[config.mk]
export PLATFORM = sky130hd
export DESIGN_NAME = arp_ctrl
export DESIGN_NICKNAME = d
export VERILOG_FILES = /design/src/arp_pkg.sv /design/src/arp_ctrl.sv
export SDC_FILE = /design/constraint.sdc
export NUM_CORES = 1
export LEC_CHECK = 0
export BUFFER_PORTS_ARGS = -buffer_cell sky130_fd_sc_hd__buf_4
export CORE_MARGIN = 1
export CORE_UTILIZATION = 52
export CTS_CLUSTER_SIZE = 14
export DETAILED_ROUTE_END_ITERATION = 12
export PLACE_DENSITY = 0.78
export RECOVER_POWER = 25
export SETUP_SLACK_MARGIN = 0.4
export SYNTH_ARGS = -nofsm -noshare
export SYNTH_HDL_FRONTEND = slang
export SYNTH_SLANG_ARGS = --single-unit
[constraint.sdc]
create_clock -name clk -period 2.35 [get_ports clk]
set_clock_uncertainty 0.1 [all_clocks]
set_input_delay 0.1175 -clock clk [delete_from_list [all_inputs] [get_ports clk]]
set_output_delay 0.1175 -clock clk [all_outputs]
set_load 0.005 [all_outputs]
[src/arp_pkg.sv]
// ---------------------------------------------------------------------------
// Arpeggiator package
// Shared constants, codes and the command and status groups that join the
// controller and the datapath.
// ---------------------------------------------------------------------------
package arp_pkg;

  // Default sizes for the top-level parameters.
  localparam int HELD_DEPTH_DEF = 16;
  localparam int TIME_BITS_DEF  = 32;

  // Stream and configuration widths.
  localparam int IN_W   = 80;
  localparam int OUT_W  = 112;
  localparam int USER_W = 2;
  localparam int CIDX_W = 3;

  // Request codes (s_tuser).
  localparam logic [1:0] REQ_NOTE_ON  = 2'd0;
  localparam logic [1:0] REQ_NOTE_OFF = 2'd1;
  localparam logic [1:0] REQ_TICK     = 2'd2;

  // Result kinds (m_tuser).
  localparam logic [1:0] KIND_IDLE    = 2'd0;
  localparam logic [1:0] KIND_STEP    = 2'd1;
  localparam logic [1:0] KIND_FWD_ON  = 2'd2;
  localparam logic [1:0] KIND_FWD_OFF = 2'd3;

  // Pattern modes.
  localparam logic [1:0] MODE_UP     = 2'd0;
  localparam logic [1:0] MODE_DOWN   = 2'd1;
  localparam logic [1:0] MODE_UPDOWN = 2'd2;
  localparam logic [1:0] MODE_RANDOM = 2'd3;

  // Configuration register indexes.
  localparam logic [CIDX_W-1:0] CFG_MODE   = 3'd0;
  localparam logic [CIDX_W-1:0] CFG_SPAN   = 3'd1;
  localparam logic [CIDX_W-1:0] CFG_PERIOD = 3'd2;
  localparam logic [CIDX_W-1:0] CFG_GATE   = 3'd3;
  localparam logic [CIDX_W-1:0] CFG_FIXVEL = 3'd4;
  localparam logic [CIDX_W-1:0] CFG_PASS   = 3'd5;
  localparam logic [CIDX_W-1:0] CFG_SEED   = 3'd6;

  // Configuration reset values.
  localparam logic [1:0]  MODE_RST   = 2'd0;
  localparam logic [1:0]  SPAN_RST   = 2'd1;
  localparam logic [13:0] PERIOD_RST = 14'd200;
  localparam logic [13:0] GATE_RST   = 14'd150;
  localparam logic [31:0] SEED_RST   = 32'd5489;

  // Note arithmetic.
  localparam logic [6:0] OCTAVE   = 7'd12;
  localparam logic [6:0] OCT1_MAX = 7'd115;
  localparam logic [6:0] OCT2_MAX = 7'd103;

  // Mersenne twister constants.
  localparam int          MT_N      = 624;
  localparam int          MT_M      = 397;
  localparam int          MT_AW     = 10;
  localparam logic [31:0] MT_MULT   = 32'd1812433253;
  localparam logic [31:0] MT_MATRIX = 32'h9908b0df;
  localparam logic [31:0] MT_TMASKB = 32'h9d2c5680;
  localparam logic [31:0] MT_TMASKC = 32'hefc60000;

  // Result selection for the output register.
  typedef enum logic [2:0] {
    RES_FWD_ON  = 3'd0,
    RES_FWD_OFF = 3'd1,
    RES_FULL    = 3'd2,
    RES_TICK    = 3'd3,
    RES_STEP    = 3'd4
  } res_sel_t;

  // Controller to datapath commands.
  typedef struct packed {
    logic     latch_in;
    logic     rm_match;
    logic     append;
    logic     scan_init;
    logic     scan_step;
    logic     rank;
    logic     len;
    logic     mt_draw;
    logic     div_start;
    logic     pick;
    logic     select;
    logic     load_res;
    res_sel_t res_sel;
  } arp_cmd_t;

  // Datapath to controller status.
  typedef struct packed {
    logic [1:0] req;
    logic       full;
    logic       count_zero;
    logic       scan_zero;
    logic       running;
    logic       pass;
    logic       random;
    logic       mt_idle;
    logic       mt_valid;
    logic       div_done;
    logic       out_free;
  } arp_stat_t;

endpackage

[src/arp_ctrl.sv]
// ---------------------------------------------------------------------------
// Arpeggiator controller
// Sequences one request at a time through the datapath.
// ---------------------------------------------------------------------------
module arp_ctrl (
  input  logic                clk,
  input  logic                rst,
  input  logic                s_tvalid,
  output logic                s_tready,
  input  arp_pkg::arp_stat_t  stat,
  output arp_pkg::arp_cmd_t   cmd
);
  import arp_pkg::*;

  typedef enum logic [15:0] {
    S_IDLE   = 16'h0001,
    S_DECODE = 16'h0002,
    S_FIND   = 16'h0004,
    S_NOTEON = 16'h0008,
    S_SCAN0  = 16'h0010,
    S_SCAN   = 16'h0020,
    S_AFTER  = 16'h0040,
    S_RANK   = 16'h0080,
    S_LEN    = 16'h0100,
    S_DRAW   = 16'h0200,
    S_DRAWW  = 16'h0400,
    S_DIV    = 16'h0800,
    S_DIVW   = 16'h1000,
    S_PICK   = 16'h2000,
    S_SEL    = 16'h4000,
    S_EMIT   = 16'h8000
  } ctrl_state_t;

  ctrl_state_t state;
  ctrl_state_t state_next;
  res_sel_t    res;
  res_sel_t    res_next;

  assign s_tready = (state == S_IDLE) && stat.mt_idle;

  always_comb begin
    state_next = state;
    res_next   = res;
    cmd        = '0;
    cmd.res_sel = res;
    unique case (state)
      S_IDLE: begin
        if (s_tvalid && s_tready) begin
          cmd.latch_in = 1'b1;
          state_next   = S_DECODE;
        end
      end
      S_DECODE: begin
        unique case (stat.req) inside
          REQ_NOTE_ON, REQ_NOTE_OFF: state_next = S_FIND;
          REQ_TICK:                  state_next = S_SCAN0;
          default:                   state_next = S_IDLE;
        endcase
      end
      S_FIND: begin
        cmd.rm_match = 1'b1;
        if (stat.req == REQ_NOTE_ON) begin
          state_next = S_NOTEON;
        end else if (stat.pass) begin
          res_next   = RES_FWD_OFF;
          state_next = S_EMIT;
        end else begin
          state_next = S_IDLE;
        end
      end
      S_NOTEON: begin
        if (stat.full) begin
          res_next   = RES_FULL;
          state_next = S_EMIT;
        end else begin
          cmd.append = 1'b1;
          res_next   = RES_FWD_ON;
          state_next = stat.pass ? S_EMIT : S_IDLE;
        end
      end
      S_SCAN0: begin
        if (stat.count_zero) begin
          state_next = S_AFTER;
        end else begin
          cmd.scan_init = 1'b1;
          state_next    = S_SCAN;
        end
      end
      S_SCAN: begin
        cmd.scan_step = 1'b1;
        if (stat.scan_zero) begin
          state_next = S_AFTER;
        end
      end
      S_AFTER: begin
        if (stat.running && !stat.count_zero) begin
          state_next = S_RANK;
        end else begin
          res_next   = RES_TICK;
          state_next = S_EMIT;
        end
      end
      S_RANK: begin
        cmd.rank   = 1'b1;
        state_next = S_LEN;
      end
      S_LEN: begin
        cmd.len    = 1'b1;
        state_next = stat.random ? S_DRAW : S_DIV;
      end
      S_DRAW: begin
        cmd.mt_draw = 1'b1;
        state_next  = S_DRAWW;
      end
      S_DRAWW: begin
        if (stat.mt_valid) begin
          state_next = S_DIV;
        end
      end
      S_DIV: begin
        cmd.div_start = 1'b1;
        state_next    = S_DIVW;
      end
      S_DIVW: begin
        if (stat.div_done) begin
          state_next = S_PICK;
        end
      end
      S_PICK: begin
        cmd.pick   = 1'b1;
        state_next = S_SEL;
      end
      S_SEL: begin
        cmd.select = 1'b1;
        res_next   = RES_STEP;
        state_next = S_EMIT;
      end
      S_EMIT: begin
        if (stat.out_free) begin
          cmd.load_res = 1'b1;
          state_next   = S_IDLE;
        end
      end
      default: state_next = S_IDLE;
    endcase
  end

  always_ff @(posedge clk) begin
    if (rst) begin
      state <= S_IDLE;
      res   <= RES_TICK;
    end else begin
      state <= state_next;
      res   <= res_next;
    end
  end

endmodule

==> results.tsv <==
stage	metric	value	unit
setup_path	Reg2Reg Setup Slack	0.12	ns
clock_network	CTS tree	built	
setup_path	critical path startpoint category	flip-flop	
floorplanning	IO Pins	31	
floorplanning	full die area	0.00264	mm^2
setup_path	CP required	2.13	ns
timing	final cycle utilization of the critical path	95.2	%
floorplanning	Starting Density	56.3	%
flow_run	Max Cap Viol	0	
logic_synthesis	synthesized area	0.00127	mm^2
power_and_ir_drop	worst ir drop on vdd	470	uV
global_routing	first-pass GRT wire length	6960	um
cells_and_area	fin nets	239	
logic_synthesis	Mapped Nets	170	
timing	Max Slew Vio Count	0	
timing	PnR worst setup slack	0.113	ns
logic_synthesis	#FFs+latches synth	19	
timing	Worst-Margin Slew	0.773	ns
routing	Antenna Nets Post-Route	0	
global_routing	largest net degree at the start of global routing	11	
setup_path	crit path kind	flip-flop to output pin	
setup_path	Crit. End Element	output pin	
placed_design	Routability Congestion	0.907	
power_and_ir_drop	PwrDens	408	mW/mm^2
timing	RSZ-0062 raised after global routing	yes	
clock_network	CTS buffer count	3	
timing	Max Clock Freq	447	MHz
routing	drt wl/cell	23.3	um
placed_design	port buffer count	30	
run_status	outcome	finished clean	
clock_network	Clk Latency, worst-skew pair	0.33	ns
logic_synthesis	distinct cell type count of the synthesized netlist	52	
power_and_ir_drop	leakage	0.862	nW
global_routing	Total GRT Usage	35.9	%
global_routing	number of global-route vias before repair	1497	
placed_design	worst slack, placed	0.0842	ns
routing	routed wire length	5860	um
placed_design	hpwl dp	2640	um
floorplanning	Die W	51.4	um
logic_synthesis	Avg Cell Area, Syn	8.19	um^2
floorplanning	Core Rows	17	
cells_and_area	commonest non-fill, non-tap cell in the layout	buf_4	
global_routing	initial antenna violation count	0	
placed_design	DP Area	0.00152	mm^2
cells_and_area	final instance area	0.00207	mm^2
clock_network	root buffer cell	clkbuf_4	
logic_synthesis	commonest register cell after synthesis	dfxtp_1	
clock_network	clock buffer depth	2	
routing	initial DRC count	112	
cells_and_area	layout cells sized above 1	52.5	%
clock_network	H-tree Lvls	1	
cells_and_area	n_diodes	0	
clock_network	CTS Sinks	19	
timing	Max-Slew Margin vs Limit	47.7	%
floorplanning	Core Box Area	0.00225	mm^2
logic_synthesis	Mapped Cells	155	
timing	final setup TNS	0	ns
logic_synthesis	Post-synth EDFFs	0	
routing	drt pass-1 iters	5	
routing	drt drc	0	
timing	final hold vios	0	
setup_path	Crit Path Max Fanout	6	
routing	routed via count	1764	
global_routing	grt total ovfl	0	
cells_and_area	leading cell types in the layout, fill and taps excluded	51 x buf_4, 19 x nor2_1, 9 x nand2_1, 9 x dfxtp_1, 7 x nor4b_1	
logic_synthesis	Post-synth ARST share	0	%
logic_synthesis	sequential fraction of the synthesis area	30.0	%
timing	final setup fails	0	
hold_path	HP Class	input port to flip-flop	
power_and_ir_drop	Total Power	0.000846	W
clock_network	Clock Pin Slew Worst Setup and Hold Paths	0.13	ns
timing	Final min period	2.24	ns
floorplanning	chip height	51.4	um
logic_synthesis	synth warn	0	
routing	Via density	7.03	
cells_and_area	synthesis-to-finish area growth	63.3	%
setup_path	Worst EP arrival	2.02	ns
## registers in the layout (all words and copies together) (netlist names)
name	flops
res	3
state	16
## report_power, final
group          internal, W  switching, W  total, W
Sequential        0.000329     0.0000233  0.000352
Combinational     0.000139      0.000164  0.000303
Clock            0.0000667      0.000125  0.000192
Total             0.000534      0.000312  0.000846
## worst max-delay path, stage by stage (launching register included)
cell and delay (ns):
dfxtp_4 0.37, or4_4 0.60, nor3_4 0.23, nand2_2 0.13, buf_6 0.14, nor2_2 0.10
buf_4 0.13
## final cells by class
class	count	area, um^2
Tap cell	28	35.0
Inverter	3	11.3
Timing Repair Buffer	68	557
Clock buffer	4	26.3
Sequential cell	19	403
Multi-Input combinational cell	129	1040
Fill cell	83	183
## final timing paths
| kind | from | endpoint | depth (start not counted) |
|---|---|---|---|
| worst min-delay path | stat[1] | state[12] | 3 |
| worst max-delay path | state[15] | cmd[10] | 6 |
| worst max register to register | state[0] | state[0] | 6 |
| worst min register to register | res[1] | res[1] | 2 |
## timing repair
item                                   4_1_cts  5_1_grt
buffers inserted                            20       10
gates resized for setup                     30       33
pin swaps                                   12       17
setup endpoints to repair                   23       28
endpoints found under the hold margin        7        0
hold buffers                                 6        0
## kinds of logic (layout without fill, tap and decap cells)
kind of cell           Yosys count  count (layout)  share of synthesized area (%)
multiplexers                     1               1                          0.789
buffers and inverters            7              75                           2.66
flip-flops                      19              19                           30.0
AO/OA/AOI/OAI                   27              27                           16.3
XOR/XNOR                         1               1                          0.690
AND/OR/NAND/NOR                100             100                           49.6
## per-layer routing
layer / up-vias / global-route usage (%) / share of wire [%]
met5: - / 0 / 0
met2: 162 / 62.3 / 48
met4: 0 / 18.0 / 5.2
li1: 738 / - / -
met3: 42 / 5.65 / 11
met1: 822 / 42.1 / 36
## cells in the mapped netlist (all sizes together) (2+ instances only)
cell | number | area share [%]
a211oi | 2 | 1.2
a21oi | 5 | 2.3
a31oi | 2 | 0.99
and3 | 6 | 3.0
buf | 3 | 1.4
dfxtp | 19 | 30
inv | 3 | 0.89
nand2 | 14 | 4.3
nand2b | 2 | 0.99
nand3 | 5 | 2.4
nand3b | 4 | 3.0
nor2 | 27 | 8.8
nor3 | 10 | 6.0
nor4 | 7 | 3.9
nor4b | 9 | 6.2
o21a | 2 | 1.2
o21ai | 3 | 1.2
o31ai | 2 | 2.0
or2b | 2 | 1.2
or3 | 2 | 0.99
or4 | 4 | 3.0
or4b | 4 | 3.2
## per-stage QoR
stage	std cells	hold slack, ns	util, %
global placement	211	0.214	67.5
floorplan	155	0.0866	-
finish	251	0.0449	91.9
detailed placement	211	0.220	67.5
CTS	241	0.0285	82.4
global route	251	0.0410	91.9
Note: power is estimated with default switching activity, not from simulation.
